### src/hdl/aff_pkg.sv
// aff_pkg: shared types and constants for the arena first-fit allocator
// no dependencies
package aff_pkg;

    localparam int OFF_W = 17;
    localparam logic [OFF_W-1:0] OFF_NONE = 17'h1FFFF;
    localparam logic [OFF_W-1:0] HDR_BYTES = 17'd12;

    typedef enum logic [1:0] {
        CMD_ALLOC = 2'd0,
        CMD_FREE  = 2'd1,
        CMD_QUERY = 2'd2,
        CMD_RSVD  = 2'd3
    } t_cmd;

    typedef enum logic [1:0] {
        ST_OK       = 2'd0,
        ST_BAD      = 2'd1,
        ST_NO_SPACE = 2'd2,
        ST_NO_ARENA = 2'd3
    } t_status;

    typedef enum logic [3:0] {
        S_IDLE,
        S_RD,
        S_EV,
        S_AW1,
        S_AW2,
        S_AW3,
        S_FRD,
        S_FEV,
        S_FW2
    } t_state;

    typedef struct packed {
        logic [OFF_W-1:0] prev;
        logic [OFF_W-1:0] next;
        logic [OFF_W-1:0] size;
    } t_hdr;

    typedef struct packed {
        logic prev;
        logic next;
        logic size;
    } t_hdr_we;

endpackage

### src/hdl/aff_fit_unit.sv
// aff_fit_unit: gap test, does a block of len12 bytes fit after a node
// depends on aff_pkg
module aff_fit_unit (
    input  logic [aff_pkg::OFF_W-1:0] i_node,
    input  logic [aff_pkg::OFF_W-1:0] i_next,
    input  logic [aff_pkg::OFF_W-1:0] i_size,
    input  logic [17:0]               i_len12,
    input  logic [24:0]               i_alen,
    output logic                      o_fit,
    output logic [aff_pkg::OFF_W-1:0] o_blk
);
    import aff_pkg::*;

    logic [24:0] w_need;
    logic [24:0] w_end;

    assign w_need = 25'(i_node) + 25'(i_size) + 25'(i_len12);
    assign w_end  = (i_next == OFF_NONE) ? i_alen : 25'(i_next);
    assign o_fit  = (w_need <= w_end);
    assign o_blk  = i_node + i_size;

endmodule

### config.mk
export PLATFORM = sky130hd
export DESIGN_NAME = aff_fit_unit
export DESIGN_NICKNAME = d
export VERILOG_FILES = /design/src/hdl/aff_pkg.sv /design/src/hdl/aff_fit_unit.sv
export SDC_FILE = /design/constraint.sdc
export NUM_CORES = 1
export LEC_CHECK = 0
export ABC_AREA = 1
export BUFFER_PORTS_ARGS = -buffer_cell sky130_fd_sc_hd__buf_2
export CAP_MARGIN = 25
export CORE_MARGIN = 2
export CORE_UTILIZATION = 47
export DETAILED_ROUTE_END_ITERATION = 10
export GPL_TIMING_DRIVEN = 0
export PLACE_DENSITY = 0.87
export SLEW_MARGIN = 20
export SYNTH_ARGS = -nofsm -noshare
export SYNTH_HDL_FRONTEND = slang
export SYNTH_SLANG_ARGS = --single-unit
export TNS_END_PERCENT = 30
### constraint.sdc
create_clock -name vclk -period 3.01
set_clock_uncertainty 0.05 [all_clocks]
set_input_delay 0.301 -clock vclk [all_inputs]
set_output_delay 0.301 -clock vclk [all_outputs]
set_load 0.005 [all_outputs]
==> impl_metrics.toml <==
[global_routing]
grt_max_degree = 11
first_global_vias = 3050
grt_util_all_layers_pct = 22.6
grt_pass1_wl_um = 12100
overflow = 0
antenna_found_initial = 0

[detailed_routing]
drc = 0
routedWlPerCell_um = 12.8
vias = 3153
firstDrtPassIters = 6
avgViaCountPerCell = 5.23
ant_nets = 0
postRouteWirelength_um = 7690
drtIter0Drc = 95

[floorplan]
io_pins = 112
rows = 27
die-width_um = 80.0
die_h_um = 80.0
design.core.area_sq_um = 5540
initial_utilization_pct = 48.9
dieArea_sq_um = 6390

[synthesis]
yosys.area.top_type_share_pct = 24.5
syn-instance-count = 413
syn_nets = 579
yosys_warnings = 0
syn_area_sq_um = 2710
synth.avg_cell_area_sq_um = 6.57
synth_area_leaders = "ha_1 (24%), nand2_1 (16%), fa_1 (14%)"
ys_types = 26
seq_area_frac_synth_pct = 0
yosysTopAreaCell = "ha_1"

[power]
seqPwrFrac_pct = 0
pwr-share-clk_pct = 0
p_comb_share_pct = 100.0
switching_share_pct = 57.0
intPower_uw = 497
power_density_nw_per_um2 = 323
cellLeakagePower_uw = 0.00206
ir_drop_v = 0.000161
p_sw_uw = 660

[cells_and_area]
clkbuf_count = 0
final-seq-area_sq_um = 0
n_antenna_cell = 0
layout_common_cells = "nand2_1 (110), buf_2 (109), ha_1 (48)"
fin_nets = 699
fin_util_pct = 64.7
final_common_cell = "nand2_1"
drive_above_1_share_pct = 29.9
areaGrowthSynthToFinish_pct = 32.2
design.seq.count = 0

[critical_path]
endpoint_kind = "output pin"
critPathArrivalTime_ns = 3.24
worstPathRequired_ns = 2.66
critPathKind = "in2out"
cp_max_fo = 3
cp-start-kind = "input pin"

[sta]
period_minus_slack_ns = 3.59
setup_ws_ns = -0.579
grt_setup_unrepaired = "true"
slew_headroom_pct = 76.0
worstMarginPinSlew_ns = 0.359
setup_violations = 1
fin_crit_sh_pct = 119
report.final.slew_viol_count = 0
fmax_mhz = 279
timing.hold.ws_ns = 0.887
hold_violations = 0

[hold_path]
holdPathStages = 3
hold_path_class = "in2out"

[job]
maxCapViolations = 0

[place]
io_buffers = 112
dp_hpwl_um = 6500
place_congestion = 0.912

[cts]
hold_buffers = 0

[outcome]
status = "finished, violations left"
violations = "negative setup slack"
-- synthesized netlist by cell type --
master    number
nor2_4         1
ha_1          53
mux2i_1       14
nand3_1       30
nand4_1        3
inv_1         44
nand3b_1       1
a21o_1         3
o21bai_1       2
o21ai_0       19
o21a_1         1
fa_1          19
nor2_1        33
o31ai_1        1
nand2_4        1
a21boi_0       1
nor4_1         2
nand2_1      117
nor3_1         1
buf_6          1
xnor2_1        5
o21ai_2        1
xor2_1        16
nor3b_1        1
or2_2          1
a21oi_1       42
-- power groups by stage --
stage          clock [uW]  sequential (uW)  combinational, uW
6_report                0                0               1160
4_1_cts                 0                0               1060
2_1_floorplan           0                0                710
5_1_grt                 0                0               1310
3_3_place_gp            0                0                969
3_5_place_dp            0                0               1010
-- critical path, cell delays in order --
cell	delay (ns)
buf_8	0.10
inv_2	0.05
fa_1	0.42
inv_1	0.08
ha_2	0.19
inv_2	0.04
fa_2	0.36
o21ai_4	0.20
nand2_2	0.11
nand2_4	0.10
a21oi_2	0.06
xnor2_1	0.20
ha_1	0.27
nand2_2	0.11
inv_2	0.04
nand2_2	0.05
nand2_1	0.04
nand2_1	0.05
nand2_1	0.04
nand2_1	0.05
nand2_1	0.06
nand2_1	0.08
nand2_1	0.04
nand2_1	0.05
buf_2	0.11
-- through the flow --
step / power, uW / setup TNS (ns) / std cells / area [sq um] / worst slack (ns)
after detailed placement: 1010 / -0.708 / 597 / 3370 / -0.708
after floorplan: 710 / -0.0983 / 413 / 2720 / -0.0983
after global placement: 969 / -0.601 / 597 / 3370 / -0.601
final: 1160 / -0.579 / 603 / 3580 / -0.579
after global routing: 1310 / -0.713 / 603 / 3580 / -0.713
after CTS: 1060 / -0.580 / 600 / 3450 / -0.580
-- path summary, 6_finish.rpt --
check | startpoint | to | slack, ns
max | i_node[1] | o_fit | -0.58
min | i_size[0] | o_blk[0] | 0.89
-- what timing repair did --
action / 4_1_cts / 5_1_grt
pin swaps: 11 / 18
cloned: 0 / 0
buffers inserted: 3 / 3
gates resized for setup: 20 / 28
setup endpoints to repair: 1 / 1
-- routing by layer --
metal | share of wire, % | track usage (%) | wire length (um) | vias to the layer above
li1 | - | - | - | 1630
met1 | 43 | 27.8 | 3320 | 1420
met2 | 51 | 43.5 | 3940 | 97
met3 | 4.9 | 1.36 | 374 | 6
met4 | 0.77 | 3.56 | 59 | 0
met5 | 0 | 0 | 0 | -
-- layout make-up --
| type | count | area (sq um) |
|---|---|---|
| timing repair buffer | 118 | 632 |
| buffer | 1 | 11.3 |
| fill | 496 | 1960 |
| multi-input combinational | 368 | 2690 |
| tap | 72 | 90.1 |
| inverter | 44 | 165 |
-- logic make-up (layout without fill, tap and decap cells) --
kind of cell | Yosys count | in the layout | share of synthesized area, %
simple gates | 191 | 191 | 29.3
fa+ha+maj | 72 | 72 | 38.5
mux | 14 | 14 | 5.17
xor+xnor | 21 | 21 | 6.78
buf+inv | 45 | 163 | 6.51
compound gates | 70 | 70 | 13.8
(Power assumes the default switching activity.)
